## config.mk

```make
export PLATFORM = sky130hd
export DESIGN_NAME = string_hash_bucket_unit_top_flat
export DESIGN_NICKNAME = d
export VERILOG_FILES = /design/src/shb_pkg.sv /design/src/shb_if.sv /design/src/shb_ctrl.sv /design/src/shb_dp.sv /design/src/string_hash_bucket_unit_top.sv /design/src/flat_wrapper.sv
export SDC_FILE = /design/constraint.sdc
export NUM_CORES = 1
export LEC_CHECK = 0
export BUFFER_PORTS_ARGS = -buffer_cell sky130_fd_sc_hd__buf_2
export CAP_MARGIN = 15
export CORE_MARGIN = 1
export CORE_UTILIZATION = 50
export DETAILED_ROUTE_END_ITERATION = 8
export PLACE_DENSITY = 0.73
export SLEW_MARGIN = 20
export SYNTH_ARGS = -nofsm -noshare
export SYNTH_HDL_FRONTEND = slang
export SYNTH_SLANG_ARGS = --single-unit
```

## constraint.sdc

```tcl
create_clock -name clk -period 6.58 [get_ports clk]
set_clock_uncertainty 0.05 [all_clocks]
set_input_delay 0.658 -clock clk [delete_from_list [all_inputs] [get_ports clk]]
set_output_delay 0.658 -clock clk [all_outputs]
set_load 0.005 [all_outputs]
```

## src/shb_pkg.sv

```systemverilog
// ----------------------------------------------------------------------------
// shb_pkg
// Shared constants, codes and control types of the string hash bucket unit.
// ----------------------------------------------------------------------------
package shb_pkg;

  localparam int HASH_WIDTH = 64;
  localparam int BYTE_W     = 8;
  localparam int BUCKET_W   = 32;
  localparam int CFG_IDX_W  = 2;
  localparam int CFG_DATA_W = 32;
  localparam int MODE_W     = 2;
  localparam int CNT_W      = $clog2(HASH_WIDTH);

  localparam int PJW_SHIFT  = HASH_WIDTH / 8;
  localparam int PJW_FOLD   = (HASH_WIDTH / 8) * 6;
  localparam int MUL_SH_HI  = 7;
  localparam int MUL_SH_LO  = 1;
  localparam int SAX_SH_L   = 5;
  localparam int SAX_SH_R   = 2;

  localparam logic [HASH_WIDTH-1:0] PJW_TOP = {4'hF, {(HASH_WIDTH-4){1'b0}}};

  localparam logic [BUCKET_W-1:0] BUCKET_RESET = BUCKET_W'(53);

  typedef enum logic [CFG_IDX_W-1:0] {
    REG_HASH_MODE      = 2'd0,
    REG_BUCKET_COUNT   = 2'd1,
    REG_ZERO_BYTE_ENDS = 2'd2
  } reg_idx_t;

  typedef enum logic [MODE_W-1:0] {
    MODE_PJW = 2'd0,
    MODE_MUL = 2'd1,
    MODE_SAX = 2'd2
  } hash_mode_t;

  typedef enum logic [1:0] {
    ST_IDLE,
    ST_DIV,
    ST_FIN
  } ctrl_state_t;

  typedef struct packed {
    logic byte_en;
    logic div_start;
    logic div_step;
    logic out_load;
  } dp_cmd_t;

  typedef struct packed {
    logic div_last;
  } dp_status_t;

endpackage

```

## src/shb_if.sv

```systemverilog
// ----------------------------------------------------------------------------
// shb_if
// Handshake channels: byte input, bucket result and register write.
// ----------------------------------------------------------------------------
interface shb_byte_if import shb_pkg::*; ();
  logic              valid;
  logic              ready;
  logic [BYTE_W-1:0] data_byte;
  logic              last_byte;

  modport source (output valid, output data_byte, output last_byte, input ready);
  modport sink   (input valid, input data_byte, input last_byte, output ready);
endinterface

interface shb_result_if import shb_pkg::*; ();
  logic                valid;
  logic                ready;
  logic [BUCKET_W-1:0] bucket_index;

  modport source (output valid, output bucket_index, input ready);
  modport sink   (input valid, input bucket_index, output ready);
endinterface

interface shb_cfg_if import shb_pkg::*; ();
  logic                  valid;
  logic                  ready;
  logic [CFG_IDX_W-1:0]  index;
  logic [CFG_DATA_W-1:0] data;

  modport source (output valid, output index, output data, input ready);
  modport sink   (input valid, input index, input data, output ready);
endinterface

```

## src/shb_ctrl.sv

```systemverilog
// ----------------------------------------------------------------------------
// shb_ctrl
// Sequencer: takes bytes, runs the modulo, hands the result to the output.
// ----------------------------------------------------------------------------
module shb_ctrl import shb_pkg::*; (
  input  logic       clk,
  input  logic       rst,
  input  logic       in_valid,
  input  logic       in_last,
  output logic       in_ready,
  output logic       out_valid,
  input  logic       out_ready,
  input  dp_status_t status,
  output dp_cmd_t    cmd
);

  ctrl_state_t state, state_next;
  logic        out_valid_next;

  always_ff @(posedge clk) begin
    if (rst) begin
      state     <= ST_IDLE;
      out_valid <= 1'b0;
    end else begin
      state     <= state_next;
      out_valid <= out_valid_next;
    end
  end

  always_comb begin
    state_next = state;
    cmd        = '0;
    in_ready   = 1'b0;
    case (state)
      ST_IDLE: begin
        in_ready = 1'b1;
        if (in_valid) begin
          cmd.byte_en = 1'b1;
          if (in_last) begin
            cmd.div_start = 1'b1;
            state_next    = ST_DIV;
          end
        end
      end
      ST_DIV: begin
        cmd.div_step = 1'b1;
        if (status.div_last) begin
          state_next = ST_FIN;
        end
      end
      ST_FIN: begin
        if (!out_valid || out_ready) begin
          cmd.out_load = 1'b1;
          state_next   = ST_IDLE;
        end
      end
      default: begin
        state_next = ST_IDLE;
      end
    endcase
  end

  always_comb begin
    out_valid_next = out_valid;
    if (cmd.out_load) begin
      out_valid_next = 1'b1;
    end else if (out_ready) begin
      out_valid_next = 1'b0;
    end
  end

endmodule

```

## src/shb_dp.sv

```systemverilog
// ----------------------------------------------------------------------------
// shb_dp
// Registers, running hash update and bit-serial restoring modulo.
// ----------------------------------------------------------------------------
module shb_dp import shb_pkg::*; (
  input  logic                  clk,
  input  logic                  rst,
  input  dp_cmd_t               cmd,
  output dp_status_t            status,
  input  logic [BYTE_W-1:0]     data_byte,
  input  logic                  last_byte,
  input  logic                  cfg_write,
  input  logic [CFG_IDX_W-1:0]  cfg_index,
  input  logic [CFG_DATA_W-1:0] cfg_data,
  output logic [BUCKET_W-1:0]   bucket_index
);

  logic [MODE_W-1:0]     hash_mode;
  logic [BUCKET_W-1:0]   bucket_count;
  logic                  zero_byte_ends;

  logic [HASH_WIDTH-1:0] running_hash;
  logic                  string_stopped;
  logic [HASH_WIDTH-1:0] hash_next;
  logic                  stop_now;

  logic [HASH_WIDTH-1:0] b_ext;
  logic [HASH_WIDTH-1:0] pjw_sum;
  logic [HASH_WIDTH-1:0] pjw_top;
  logic [HASH_WIDTH-1:0] pjw_val;
  logic [HASH_WIDTH-1:0] mul_val;
  logic [HASH_WIDTH-1:0] sax_val;

  logic [HASH_WIDTH-1:0] dividend;
  logic [BUCKET_W-1:0]   divisor;
  logic [BUCKET_W-1:0]   rem;
  logic [CNT_W-1:0]      count;
  logic [BUCKET_W:0]     trial;
  logic [BUCKET_W:0]     trial_diff;

  // register writes
  always_ff @(posedge clk) begin
    if (rst) begin
      hash_mode      <= MODE_PJW;
      bucket_count   <= BUCKET_RESET;
      zero_byte_ends <= 1'b1;
    end else if (cfg_write) begin
      case (cfg_index)
        REG_HASH_MODE:      hash_mode      <= cfg_data[MODE_W-1:0];
        REG_BUCKET_COUNT:   bucket_count   <= cfg_data[BUCKET_W-1:0];
        REG_ZERO_BYTE_ENDS: zero_byte_ends <= cfg_data[0];
        default: ;
      endcase
    end
  end

  // hash update
  assign b_ext   = {{(HASH_WIDTH-BYTE_W){1'b0}}, data_byte};
  assign pjw_sum = (running_hash << PJW_SHIFT) + b_ext;
  assign pjw_top = pjw_sum & PJW_TOP;
  assign pjw_val = pjw_sum ^ (pjw_top >> PJW_FOLD) ^ pjw_top;
  assign mul_val = (running_hash << MUL_SH_HI) + (running_hash << MUL_SH_LO)
                 + running_hash + b_ext;
  assign sax_val = running_hash ^ ((running_hash << SAX_SH_L)
                 + (running_hash >> SAX_SH_R) + b_ext);

  assign stop_now = (data_byte == '0) && zero_byte_ends;

  always_comb begin
    hash_next = running_hash;
    if (!string_stopped && !stop_now) begin
      case (hash_mode)
        MODE_MUL: hash_next = mul_val;
        MODE_SAX: hash_next = sax_val;
        default:  hash_next = pjw_val;
      endcase
    end
  end

  always_ff @(posedge clk) begin
    if (rst) begin
      running_hash   <= '0;
      string_stopped <= 1'b0;
    end else if (cmd.byte_en) begin
      if (last_byte) begin
        running_hash   <= '0;
        string_stopped <= 1'b0;
      end else begin
        running_hash   <= hash_next;
        string_stopped <= string_stopped | stop_now;
      end
    end
  end

  // restoring modulo, one dividend bit per cycle, MSB first
  assign trial      = {rem, dividend[HASH_WIDTH-1]};
  assign trial_diff = trial - {1'b0, divisor};
  assign status.div_last = (count == '0);

  always_ff @(posedge clk) begin
    if (cmd.div_start) begin
      dividend <= hash_next;
      divisor  <= bucket_count;
      rem      <= '0;
      count    <= CNT_W'(HASH_WIDTH - 1);
    end else if (cmd.div_step) begin
      dividend <= dividend << 1;
      count    <= count - CNT_W'(1);
      if (trial >= {1'b0, divisor}) begin
        rem <= trial_diff[BUCKET_W-1:0];
      end else begin
        rem <= trial[BUCKET_W-1:0];
      end
    end
  end

  always_ff @(posedge clk) begin
    if (cmd.out_load) begin
      bucket_index <= (divisor == '0) ? '0 : rem;
    end
  end

endmodule

```

## src/string_hash_bucket_unit_top.sv

```systemverilog
// ----------------------------------------------------------------------------
// string_hash_bucket_unit_top
// Per-string hash (PJW fold, x131, shift-add-xor) reduced modulo bucket count.
//
//   channel   dir   payload                     request
//   byte_ch   in    data_byte[7:0], last_byte   one string byte
//   result_ch out   bucket_index[31:0]          one result per string
//   cfg       in    index[1:0], data[31:0]      one register write
//
// A byte that is not last updates the running hash and leaves the unit ready.
// A last byte starts the bit-serial modulo: the shared subtract/compare step
// runs once per hash bit, then the output register is loaded, and only then
// is the next byte taken.
// The output register holds the result while result_ch stalls; a following
// string can be hashed and reduced meanwhile, and only the byte after its
// last byte waits until the output register is free.
// Synchronous reset restores the register defaults and clears the hash.
// ----------------------------------------------------------------------------
module string_hash_bucket_unit_top import shb_pkg::*; (
  input logic         clk,
  input logic         rst,
  shb_byte_if.sink    byte_ch,
  shb_result_if.source result_ch,
  shb_cfg_if.sink     cfg
);

  dp_cmd_t    cmd;
  dp_status_t status;

  assign cfg.ready = 1'b1;

  shb_ctrl u_ctrl (
    .clk       (clk),
    .rst       (rst),
    .in_valid  (byte_ch.valid),
    .in_last   (byte_ch.last_byte),
    .in_ready  (byte_ch.ready),
    .out_valid (result_ch.valid),
    .out_ready (result_ch.ready),
    .status    (status),
    .cmd       (cmd)
  );

  shb_dp u_dp (
    .clk          (clk),
    .rst          (rst),
    .cmd          (cmd),
    .status       (status),
    .data_byte    (byte_ch.data_byte),
    .last_byte    (byte_ch.last_byte),
    .cfg_write    (cfg.valid),
    .cfg_index    (cfg.index),
    .cfg_data     (cfg.data),
    .bucket_index (result_ch.bucket_index)
  );

endmodule

```

## src/flat_wrapper.sv

```systemverilog
// flat-port wrapper written by rule: the top's interface ports become plain ports
module string_hash_bucket_unit_top_flat import shb_pkg::*;
  (clk, rst, byte_ch_valid, byte_ch_data_byte, byte_ch_last_byte, byte_ch_ready, result_ch_valid, result_ch_bucket_index, result_ch_ready, cfg_valid, cfg_index, cfg_data, cfg_ready);
  shb_byte_if byte_ch_i ();
  shb_result_if result_ch_i ();
  shb_cfg_if cfg_i ();
  input logic clk;
  input logic rst;
  input wire logic [$bits(byte_ch_i.valid)-1:0] byte_ch_valid;
  input wire logic [$bits(byte_ch_i.data_byte)-1:0] byte_ch_data_byte;
  input wire logic [$bits(byte_ch_i.last_byte)-1:0] byte_ch_last_byte;
  output wire logic [$bits(byte_ch_i.ready)-1:0] byte_ch_ready;
  output wire logic [$bits(result_ch_i.valid)-1:0] result_ch_valid;
  output wire logic [$bits(result_ch_i.bucket_index)-1:0] result_ch_bucket_index;
  input wire logic [$bits(result_ch_i.ready)-1:0] result_ch_ready;
  input wire logic [$bits(cfg_i.valid)-1:0] cfg_valid;
  input wire logic [$bits(cfg_i.index)-1:0] cfg_index;
  input wire logic [$bits(cfg_i.data)-1:0] cfg_data;
  output wire logic [$bits(cfg_i.ready)-1:0] cfg_ready;
  assign byte_ch_i.valid = byte_ch_valid;
  assign byte_ch_i.data_byte = byte_ch_data_byte;
  assign byte_ch_i.last_byte = byte_ch_last_byte;
  assign byte_ch_ready = byte_ch_i.ready;
  assign result_ch_valid = result_ch_i.valid;
  assign result_ch_bucket_index = result_ch_i.bucket_index;
  assign result_ch_i.ready = result_ch_ready;
  assign cfg_i.valid = cfg_valid;
  assign cfg_i.index = cfg_index;
  assign cfg_i.data = cfg_data;
  assign cfg_ready = cfg_i.ready;
  string_hash_bucket_unit_top u_core (.clk(clk), .rst(rst), .byte_ch(byte_ch_i), .result_ch(result_ch_i), .cfg(cfg_i));
endmodule
```

**Yosys cells after proc, flatten, opt, wreduce, memory -nomap -nowiden**

Index checks and enable logic that the tools add are counted.

- Word-level logic and storage cells: 73
- Register bits: 269
- Input bits: 48
- Output and inout port bits: 35

- $lt $le $gt $ge: 1
- Muxes and demuxes: 21
- Eq/ne operators: 10
- $add $sub $neg: 8
- Reductions and logical operators: 17
- Bitwise operators: 4

Operators by type and width:

| kind | number |
|---|---|
| $mux 64 | 4 |
| $add 64x8->64 | 3 |
| $add 64x64->64 | 2 |
| $pmux 64 s2 | 1 |
| $xor 64x64->64 | 2 |
| $add 64x62->64 | 1 |
| $xor 64x16->64 | 1 |
| $ge 33x32->1 | 1 |
| $logic_not 32->1 | 1 |
| $mux 32 | 1 |
| $sub 32x32->32 | 1 |
| $mux 2 | 6 |
| $logic_not 8->1 | 1 |
| $mux 1 | 8 |
| $eq 2x1->1 const B | 3 |
| $eq 2x2->1 const B | 3 |
| $logic_not 6->1 | 1 |
| $ne 2x2->1 const B | 3 |
| $pmux 2 s3 | 1 |
| $reduce_and 2->1 | 3 |
| $sub 6x1->6 const B | 1 |
| $logic_not 2->1 | 2 |
| $reduce_and 4->1 | 1 |
| $reduce_bool 2->1 | 2 |
| other kinds (5) | 8 |

**Logic depth before layout (Yosys ltp)**

Gate-level depths: netlist of the first run.

- Word-level depth: 6
- Depth in mapped cells: 18
- Depth with buffers taken out: 18

**Modules after synthesis**

From an unflattened synthesis of the first run, not the netlist that was laid out.

- Cell total of the unflattened synthesis: 3028
- Area total of the unflattened synthesis: 25404.4 sq um

By module, submodules not included:

| module | cells an instance | instances | area each (sq um) | sequential area each (sq um) |
|---|---|---|---|---|
| shb_dp | 3008 | 1 | 25229.2 | 6606.3 |
| shb_ctrl | 18 | 1 | 163.9 | 60.1 |
| string_hash_bucket_unit_top | 2 | 1 | 11.3 | 0.0 |

**Worst setup path before layout of the first run**

No wires, ideal clock.

- Kind: input -> register
- Start: input byte_ch_data_byte[2]
- End: register u_core.u_dp.dividend[52], data pin
- Arrival: 4111 ps
- Library setup time: 260 ps
- Slack: 2159 ps
- Buffers on the path: 0
- Stages on the path: 18
- Data required time: 6270 ps
- Cell sequence: inv_1 -> fa_1 -> inv_1 -> ha_1 -> ha_1 -> inv_1 -> fa_1 -> nand2b_1 -> a21oi_1 -> nand2b_1 -> a31oi_1 -> a21oi_2 -> and4_1 -> o221ai_1 -> xnor2_1 -> a221oi_1 -> a311oi_1 -> mux2_2

- Cells in the longest elaborated chain, start to end: 6
- Elaborated cells between the ends (all ways): 13

Ends and longest elaborated chain:

| what | line | RTL |
|---|---|---|
| start: declaration | flat_wrapper.sv:10 | `input wire logic [$bits(byte_ch_i.data_byte)-1:0] byte_ch_data_byte;` |
| $add 64x8->64 or $logic_not 8->1 (tied branches) | shb_dp.sv:59, shb_dp.sv:67 |  |
| $xor 64x16->64 or $logic_and 1x1->1 (tied branches) | shb_dp.sv:61, shb_dp.sv:67 |  |
| $xor 64x64->64 or $logic_not 1->1 (tied branches) | shb_dp.sv:61, shb_dp.sv:71 |  |
| $pmux 64 s2 or $logic_and 1x1->1 (tied branches) | shb_dp.sv:72, shb_dp.sv:71 |  |
| $mux 64 * | shb_dp.sv:71 | `if (!string_stopped && !stop_now) begin` |
| $mux 64 * | shb_dp.sv:101 | `if (cmd.div_start) begin` |
| end signal: assignment | shb_dp.sv:102 | `dividend <= hash_next;` |
| end signal: assignment | shb_dp.sv:107 | `dividend <= dividend << 1;` |
| end: declaration | shb_dp.sv:34 | `logic [HASH_WIDTH-1:0] dividend;` |

Mark *: on every way between the ends. The rest lies on a longest branch, timed or not.
A chain may end at the register's enable or synchronous reset.

**Worst setup path after layout of the first run**

- Start: register u_core.u_dp.running_hash[34]
- End: register u_core.u_dp.dividend[54], data pin

- Cells in the longest elaborated chain, start to end: 6
- Elaborated cells between the ends (all ways): 12

Ends and longest elaborated chain:

| what | line | RTL |
|---|---|---|
| start: declaration | shb_dp.sv:22 | `logic [HASH_WIDTH-1:0] running_hash;` |
| start signal: assignment | shb_dp.sv:89 | `running_hash <= hash_next;` |
| $add 64x64->64, or another cell as far along | shb_dp.sv:62 | `assign mul_val = (running_hash << MUL_SH_HI) + (running_hash << MUL_SH_LO)` |
| $add 64x64->64, or another cell as far along | shb_dp.sv:63 | `+ running_hash + b_ext;` |
| $add 64x8->64, or another cell as far along | shb_dp.sv:63 |  |
| $pmux 64 s2 * | shb_dp.sv:72 | `case (hash_mode)` |
| $mux 64 * | shb_dp.sv:71 |  |
| $mux 64 * | shb_dp.sv:101 |  |

Marked as above.

==> impl_summary.log, run 1 <==
INFO  metric run_status = finished clean
INFO  metric final_gp_congestion = 1.09
INFO  metric netlist.top_cell.by_area = edfxtp_1
INFO  metric crit_end = u_core.u_dp.dividend[54]
INFO  metric timing_max_transition_violations_final = 0
INFO  metric final_min_period_over_clock_period = 82.4%
INFO  metric cts_max_level = 1
INFO  metric insertion_delay = about 0.60 ns
INFO  metric globalRoute.totalOverflow = 0
INFO  metric synth-seq-cells = 269
INFO  metric initial_core_util = 50.9%
INFO  metric sw_frac_of_total = around 35%
INFO  metric maxSlewHeadroom = 18.5%
INFO  metric max_cap_viol_count = 0
INFO  metric syn_inst = 2987
INFO  metric r2r_start = u_core.u_dp.running_hash[34]
INFO  metric maximum_resistive_drop_on_vdd = 212 µV
INFO  metric power-per-cell-area = 207 nW/µm²
INFO  metric cp-startpoint = u_core.u_dp.running_hash[34]
INFO  metric max_slew.worst_pin.slew = between 1 and 1.5 ns
INFO  metric yosys.cell_types.count = 99
INFO  metric antenna_found_initial = 0
INFO  metric reg2reg_to = u_core.u_dp.dividend[54]
INFO  metric post_cts.resized_instances = 0
INFO  metric clk_pin_slew = 0.07 ns
INFO  metric power_frac_clock = 31.2%
INFO  metric static-leakage-power = 0.0123 µW
INFO  metric worst_slack_on_hold_paths = roughly 0.24 ns
INFO  metric yosys-top-cells-area = edfxtp_1, ha_1, dfxtp_1
INFO  metric top_achievable_clock_speed = 184 MHz
INFO  metric fin_crit = 5.42 ns
INFO  metric timing.critical_path.required = 6.84 ns
INFO  metric cts_tree = built
INFO  metric rows = 81
INFO  metric grt_max_degree = 78
INFO  metric final_net_count = 3376
INFO  metric chipWidth = around 230 µm
INFO  metric drt_drc_violations_left = 0
INFO  metric hold_class = input pin to flip-flop
INFO  metric clockRootBuffer = clkbuf_16
INFO  metric post_cts_buffers = 0
INFO  metric hold_path_startpoint = cfg_data[2]
INFO  metric p_switching = 1930 µW
INFO  metric power.share.combinational = roughly 31%
INFO  metric category_of_the_most_critical_setup_path = flip-flop to flip-flop
INFO  metric wire_length_of_the_first_global_routing_pass = ~130000 µm
INFO  metric antennaDiodeCount = 0
INFO  metric hpwlAfterDp = 63900 µm
INFO  metric cts_hold_repair.buffers = 0
INFO  metric rrSetupSlack = 1.16 ns
INFO  metric ant_nets = 0
INFO  metric reg2regPathDepth = 16
INFO  metric die_y = 225 µm
INFO  metric asyncSetResetFlopFracSynth = 0%
INFO  metric fp.coreArea = between 40000 and 50000 µm²
INFO  metric yosysWarnings = 0
INFO  metric synth-edff-count = 128
INFO  metric timing.setup.tns = 0 ns
INFO  metric io_pins = 83
INFO  metric synthTopCellsByCount = nand2_1, ha_1, a21oi_1
INFO  metric synth_area = 25000 µm²
INFO  metric drt_pre_antenna_iters = 8
INFO  metric drt_iter0_markers = about 2200
INFO  metric cts.sink_count = 269
INFO  metric syn_nets = 3384
INFO  metric design.die.area = 50800 µm²
INFO  metric cell_internal_pwr = 3640 µW
INFO  metric setup_violations = 0
INFO  metric area_overhead_vs_synth = 7.64%
INFO  metric critical_path.endpoint_type = flip-flop
INFO  metric numCtsBuffers = 29
INFO  metric grt_pass1_vias = 22200
INFO  metric power_frac_seq = 38.0%
INFO  metric synth_seq_area_share = 26.7%
INFO  metric synth_most_common_cell = nand2_1
INFO  metric postSynth.topFlopCell = dfxtp_1
INFO  metric critPathArrivalTime = 5.68 ns
INFO  metric synth_top_area_share = 15.4%
INFO  metric fill_cells = 4663
INFO  metric syn_avg_cell_area = 8.36 µm²
INFO  metric finish.utilization = a little over half
INFO  metric placement.io_buffers = 81
INFO  metric routedWlPerCell = between 20 and 25 µm
INFO  metric grtUsageTotal = 32.8%
INFO  metric critPathMaxFanout = 11
INFO  metric drive_above_1_share = 7.23%
INFO  metric cts_buffer_depth = 3
INFO  metric drt-total-wl = 84100 µm
INFO  metric cp-start-kind = flip-flop
INFO  metric route.vias.total = approximately 23000
INFO  metric route.detailed.vias_per_inst = approximately 6.3
INFO  metric grt_setup_unrepaired = false
INFO  metric report.final.hold_viol_count = 0
[worst min-delay path by stage]
stage | to | depth (start not counted)
3_5_place_dp | u_core.u_dp.divisor[15] | 0
4_1_cts | u_core.u_dp.bucket_count[2] | 3
5_1_grt | u_core.u_dp.bucket_count[5] | 3
3_3_place_gp | u_core.u_dp.divisor[22] | 0
6_report | u_core.u_dp.bucket_count[2] | 3
2_1_floorplan | u_core.u_dp.divisor[0] | 0
[sequential cells by signal (all words and copies together), names as in the netlist]
register                    count
u_core.u_ctrl.state             2
u_core.u_dp.hash_mode           2
u_core.u_dp.bucket_count       32
u_core.u_dp.count               6
u_core.u_dp.string_stopped      1
u_core.u_dp.zero_byte_ends      1
u_core.u_ctrl.out_valid         1
u_core.u_dp.running_hash       64
u_core.u_dp.rem                32
u_core.u_dp.divisor            32
u_core.u_dp.bucket_index       32
u_core.u_dp.dividend           64
[metrics by stage]
step           cells  area, µm²  total power [µW]  setup WS, ns
2_1_floorplan   2987      25000              3380          2.16
3_3_place_gp    3612      25900              3800          1.25
3_5_place_dp    3612      25900              3830          1.22
4_1_cts         3666      26900              5550          1.28
5_1_grt         3666      26900              5840         0.934
6_report        3666      26900              5570          1.16
[layout make-up]
type / instances / area (µm²) / area share, %
well taps: 664 / 831 / 3.09
clock inverters: 20 / 244 / 0.908
flip-flops and latches: 269 / 6670 / 24.8
multi-input cells: 2332 / 16800 / 62.7
repair buffers: 117 / 676 / 2.51
clock buffers: 34 / 754 / 2.81
inverters: 230 / 863 / 3.21
[critical path: stages, from the launching register on]
cell	delay, ns
dfxtp_1	0.63
inv_1	0.25
fa_1	0.54
inv_1	0.04
ha_1	0.30
ha_1	0.51
nand4_1	0.27
nor4_1	0.50
inv_1	0.12
a211oi_1	0.31
a211o_1	0.28
a21oi_1	0.19
a21oi_1	0.48
xnor2_1	0.18
nor2_1	0.07
a221oi_1	0.32
o21ai_1	0.09
[routing by layer]
| layer | global-route usage [%] | up-vias | wire, µm |
|---|---|---|---|
| met5 | 0 | - | 0 |
| met1 | 42.1 | 11100 | 34700 |
| met4 | 13.5 | 0 | 3860 |
| li1 | - | 10800 | - |
| met3 | 5.74 | 219 | 6870 |
| met2 | 54.5 | 1116 | 38700 |
[kinds of logic (layout without fill, tap and decap cells)]
group / Yosys count / after routing / share of synthesized area [%]
AOI/OAI and AO/OA: 914 / 914 / 24.0
xor gates and xnor gates: 213 / 213 / 7.47
adders and majority gates: 349 / 349 / 19.6
buffers and inverters: 386 / 401 / 6.11
DFF: 269 / 269 / 26.7
muxes: 17 / 17 / 0.702
other: 1 / 1 / 0.0150
and+or+nand+nor: 838 / 838 / 15.4
[power by group through the flow]
stage                     Sequential (µW)  Combinational, µW  Clock, µW
after detailed placement             2150               1680          0
after floorplan                      2090               1290          0
after global placement               2140               1650          0
after global routing                 2140               1890       1810
final                                2120               1710       1740
after CTS                            2110               1690       1750
[placed cells by master, fill, tap and decap left out, types with 13 or more instances in the layout]
| cell | synthesis | final |
|---|---|---|
| o21ai_0 | 175 | 175 |
| o221ai_1 | 25 | 25 |
| a22oi_1 | 20 | 20 |
| buf_2 | 15 | 81 |
| nand2b_1 | 22 | 22 |
| a221oi_1 | 34 | 34 |
| nand3_1 | 42 | 42 |
| dfxtp_1 | 141 | 141 |
| nor2_1 | 205 | 203 |
| a22o_1 | 15 | 15 |
| o21a_1 | 28 | 28 |
| mux2i_1 | 13 | 13 |
| nand2_1 | 325 | 324 |
| a211oi_1 | 24 | 24 |
| o31ai_1 | 19 | 19 |
| o21ai_1 | 26 | 26 |
| inv_1 | 227 | 226 |
| edfxtp_1 | 128 | 128 |
| a21oi_1 | 277 | 277 |
| clkbuf_16 | 0 | 29 |
| a31oi_1 | 31 | 31 |
| xor2_1 | 78 | 78 |
| xnor2_1 | 135 | 135 |
| fa_1 | 69 | 69 |
| nor2b_1 | 56 | 55 |
| buf_4 | 6 | 36 |
| o211ai_1 | 24 | 24 |
| nor3_1 | 49 | 48 |
| ha_1 | 280 | 278 |
| nand4_1 | 55 | 55 |
| o21bai_1 | 26 | 26 |
| a21o_1 | 77 | 77 |
| nor4_1 | 20 | 20 |
| or3_1 | 13 | 13 |
(Power assumes the default switching activity.)
==> run 2: changes to the inputs <==
--- a/config.mk
+++ b/config.mk
@@ -5,6 +5,7 @@
 export SDC_FILE = /design/constraint.sdc
 export NUM_CORES = 1
 export LEC_CHECK = 0
+export ABC_AREA = 1
 export BUFFER_PORTS_ARGS = -buffer_cell sky130_fd_sc_hd__buf_2
 export CAP_MARGIN = 15
 export CORE_MARGIN = 1
==> constraint.sdc (replaced) <==
create_clock -name clk -period 5.59 [get_ports clk]
set_clock_uncertainty 0.05 [all_clocks]
set_input_delay 0.559 -clock clk [delete_from_list [all_inputs] [get_ports clk]]
set_output_delay 0.559 -clock clk [all_outputs]
set_load 0.005 [all_outputs]
==> impl_summary.log, run 2 <==
INFO  metric area_overhead_vs_synth = 7.92% (was 7.64%)
INFO  metric worst_slack_on_hold_paths = 0.140 ns (was 0.244 ns)
INFO  metric drt_pre_antenna_iters = 8 (unchanged)
INFO  metric synth_seq_area_share = 23.1% (was 26.7%)
INFO  metric synthTopCellsByCount = nand2_1, inv_1, nor2_1 (was nand2_1, ha_1, a21oi_1)
INFO  metric critPathArrivalTime = 5.13 ns (was 5.68 ns)
INFO  metric layout_common_cells = nand2_1, inv_1, nor2_1, nand3_1, ha_1 (was nand2_1, ha_1, a21oi_1, inv_1, nor2_1)
INFO  metric maximum_resistive_drop_on_vdd = 237 µV (was 212 µV)
INFO  metric path_depth = 24 (was 16)
INFO  metric detailedPlace.worstSlack = 0.962 ns (was 1.22 ns)
INFO  metric syn_inst = 4651 (was 2987)
INFO  metric yosysWarnings = 0 (unchanged)
INFO  metric timing.critical_path.required = 6.03 ns (was 6.84 ns)
INFO  metric static-leakage-power = 0.0173 µW (was 0.0123 µW)
INFO  metric fill_cells = 5775 (was 4663)
INFO  metric fin_crit = 4.70 ns (was 5.42 ns)
INFO  metric timing_max_transition_violations_final = 0 (unchanged)
INFO  metric final_min_period_over_clock_period = 84.0% (was 82.4%)
INFO  metric antenna_found_initial = 2 (was 0)
INFO  metric r2r_start = u_core.u_dp.running_hash[1] (was u_core.u_dp.running_hash[34])
INFO  metric post_cts_buffers = 0 (unchanged)
INFO  metric synth-edff-count = 128 (unchanged)
INFO  metric final_gp_congestion = 1.07 (was 1.09)
INFO  metric cts_tree = built (unchanged)
INFO  metric drt-total-wl = 101000 µm (was 84100 µm)
INFO  metric synth_area = 28900 µm² (was 25000 µm²)
INFO  metric clockRootBuffer = clkbuf_16 (unchanged)
INFO  metric reg2regPathDepth = 24 (was 16)
INFO  metric yosys.cell_types.count = 46 (was 99)
INFO  metric chipWidth = 242 µm (was 225 µm)
INFO  metric syn_nets = 5048 (was 3384)
INFO  metric insertion_delay = 0.59 ns (was 0.60 ns)
INFO  metric route.vias.total = 29800 (was 23200)
INFO  metric rrSetupSlack = 0.89 ns (was 1.16 ns)
INFO  metric critPathMostFrequentCell = nand2_1 (was inv_1)
INFO  metric maxSlewHeadroom = 30.3% (was 18.5%)
INFO  metric fp.coreArea = 56700 µm² (was 49100 µm²)
INFO  metric drive_above_1_share = 4.23% (was 7.23%)
INFO  metric critPathMaxFanout = 7 (was 11)
INFO  metric max_stage_delay = 0.54 ns (was 0.63 ns)
INFO  metric io_pins = 83 (unchanged)
INFO  metric crit_end = u_core.u_dp.running_hash[62] (was u_core.u_dp.dividend[54])
INFO  metric setup_violations = 0 (unchanged)
INFO  metric synth_top_area_share = 20.1% (was 15.4%)
INFO  metric reg2reg_to = u_core.u_dp.running_hash[62] (was u_core.u_dp.dividend[54])
INFO  metric reg_top3 = u_core.u_dp.dividend x64, u_core.u_dp.running_hash x64 (unchanged)
INFO  metric wire_length_of_the_first_global_routing_pass = 154000 µm (was 129000 µm)
INFO  metric hold_class = input pin to flip-flop (unchanged)
INFO  metric rows = 87 (was 81)
INFO  metric routedWlPerCell = 18.5 µm (was 22.9 µm)
INFO  metric drt_drc_violations_left = 0 (unchanged)
INFO  metric postSynth.topFlopCell = dfxtp_1 (unchanged)
INFO  metric timing.setup.tns = 0 ns (unchanged)
INFO  metric globalRoute.totalOverflow = 0 (unchanged)
INFO  metric worstPathCellList = inv_1, fa_1, inv_1, ha_1, ha_1, inv_1, fa_1, inv_1, nand3_1, nand2_2, nand2_1, nand2_1, nand2_1, nand2_1, nand2_1, nand2_1, nand3_1, nand3_1, nand3_1, nand2_1, nand2_1, nand2_1, nand2_1, a21oi_1 (was inv_1, fa_1, inv_1, ha_1, ha_1, nand4_1, nor4_1, inv_1, a211oi_1, a211o_1, a21oi_1, a21oi_1, xnor2_1, nor2_1, a221oi_1, o21ai_1)
INFO  metric run_status = finished clean (unchanged)
INFO  metric cp-start-kind = flip-flop (unchanged)
INFO  metric grt_setup_unrepaired = false (unchanged)
INFO  metric worst_path_dominant_cell_family = simple AND/OR/NAND/NOR gates (was compound AO/OA/AOI/OAI gates)
INFO  metric max_cap_viol_count = 0 (unchanged)
INFO  metric top_achievable_clock_speed = 213 MHz (was 184 MHz)
INFO  metric timing.critical_path.buf_inv = 4 (was 3)
INFO  metric design.die.area = 58800 µm² (was 50800 µm²)
INFO  metric cts_buffer_depth = 3 (unchanged)
INFO  metric fin_ws = 0.893 ns (was 1.16 ns)
INFO  metric asyncSetResetFlopFracSynth = 0% (unchanged)
INFO  metric cts.sink_count = 269 (unchanged)
INFO  metric layout_commonest_cell = nand2_1 (unchanged)
INFO  metric report.final.hold_viol_count = 0 (unchanged)
INFO  metric syn_avg_cell_area = 6.22 µm² (was 8.36 µm²)
INFO  metric netlist.top_cell.by_area = nand2_1 (was edfxtp_1)
INFO  metric power-per-cell-area = 219 nW/µm² (was 207 nW/µm²)
INFO  metric cts_hold_repair.buffers = 0 (unchanged)
INFO  metric route.detailed.vias_per_inst = 5.44 (was 6.33)
INFO  metric max_slew.worst_pin.slew = 1.05 ns (was 1.22 ns)
INFO  metric grtUsageTotal = 33.6% (was 32.8%)
INFO  metric final_net_count = 5101 (was 3376)
INFO  metric drt_iter0_markers = 3046 (was 2166)
INFO  metric ant_nets = 0 (unchanged)
INFO  metric grt_max_degree = 85 (was 78)
INFO  metric post_cts.resized_instances = 0 (unchanged)
INFO  metric clk_pin_slew = 0.06 ns (was 0.07 ns)
INFO  metric cts_max_level = 1 (unchanged)
INFO  metric hpwlAfterDp = 81200 µm (was 63900 µm)
INFO  metric yosys-top-cells-area = nand2_1, edfxtp_1, ha_1 (was edfxtp_1, ha_1, dfxtp_1)
INFO  metric numCtsBuffers = 30 (was 29)
INFO  metric placement.io_buffers = 81 (unchanged)
INFO  metric initial_core_util = 51.0% (was 50.9%)
INFO  metric category_of_the_most_critical_setup_path = flip-flop to flip-flop (unchanged)
INFO  metric grt_pass1_vias = 26700 (was 22200)
INFO  metric critical_path.endpoint_type = flip-flop (unchanged)
INFO  metric slowest_cell_on_the_critical_path = dfxtp_1 (unchanged)
INFO  metric synth_most_common_cell = nand2_1 (unchanged)
INFO  metric cp-startpoint = u_core.u_dp.running_hash[1] (was u_core.u_dp.running_hash[34])
INFO  metric synth-seq-cells = 269 (unchanged)
INFO  metric die_y = 242 µm (was 225 µm)
run 2: cell types whose count changed after synthesis, moves of 25 or more:
cell and change:
nor3_1 -26, xnor2_1 -103, clkbuf_1 -45, a221oi_1 -32, nor2b_1 -56, nand2_1 +1225
inv_1 +636, a21o_1 -70, nand3_1 +303, nor2_1 +193, o21a_1 -27, o221ai_1 -25
o21ai_0 -27
run 2: area by class of cell:
| class | instances | area [µm²] | share of cell area (%) |
|---|---|---|---|
| Inverter | 863 | 3240 | 10.4 |
| Clock buffer | 36 | 815 | 2.61 |
| Clock inverter | 20 | 191 | 0.614 |
| Sequential cell | 269 | 6670 | 21.4 |
| Multi-Input combinational cell | 3418 | 18600 | 59.7 |
| Antenna cell | 1 | 2.50 | 0.00802 |
| Timing Repair Buffer | 122 | 713 | 2.29 |
| Tap cell | 756 | 946 | 3.03 |
run 2: tightest hold or removal path: cells and delay by family:
kind / cells / cell delay, ns
AND/OR/NAND/NOR: 2 / 0.09
buffers and inverters: 1 / 0.08
run 2: logic make-up (layout without fill, tap and decap cells):
group | Yosys count | in the layout | synth area share, %
other | 1 | 2 | 0.0130
AOI/OAI and AO/OA | 545 | 545 | 10.1
adders and majority gates | 349 | 349 | 16.9
and+or+nand+nor | 2419 | 2419 | 34.1
DFF | 269 | 269 | 23.1
buffers and inverters | 964 | 1041 | 12.7
xor gates and xnor gates | 104 | 104 | 3.15
run 2: how the worst min path moves through the flow:
stage / start / end / slack [ns] / depth (start not counted)
6_report: cfg_data[5] / u_core.u_dp.bucket_count[5] / 0.14 / 3
3_5_place_dp: u_core.u_dp.bucket_count[24] / u_core.u_dp.divisor[24] / 0.37 / 0
3_3_place_gp: u_core.u_dp.bucket_count[4] / u_core.u_dp.divisor[4] / 0.36 / 0
2_1_floorplan: u_core.u_dp.bucket_count[0] / u_core.u_dp.divisor[0] / 0.36 / 0
5_1_grt: cfg_data[5] / u_core.u_dp.bucket_count[5] / 0.15 / 3
4_1_cts: cfg_data[5] / u_core.u_dp.bucket_count[5] / 0.13 / 3
run 2: metrics by stage:
stage | util [%] | total power (µW) | std cells | instance area, µm²
after global routing | 55.0 | 7210 | 5485 | 31200
after CTS | 55.0 | 6810 | 5484 | 31200
final | 55.0 | 6840 | 5485 | 31200
after global placement | 53.2 | 4750 | 5428 | 30200
after floorplan | - | 4190 | 4651 | 28900
after detailed placement | 53.2 | 4770 | 5428 | 30200
run 2: power breakdown:
group	switching (µW)	internal, µW	leakage (µW)	total, µW
logic	1520	809	0.0145	2320
clock network	867	1180	0.000495	2040
registers	138	2330	0.00235	2470
run 2: metal layers:
layer	track usage, %	share of wire [%]	vias to the layer above
li1	-	-	14800
met1	47.8	44	13500
met2	50.0	42	1398
met3	6.88	10	194
met4	12.2	4.0	2
met5	0	0.015	-
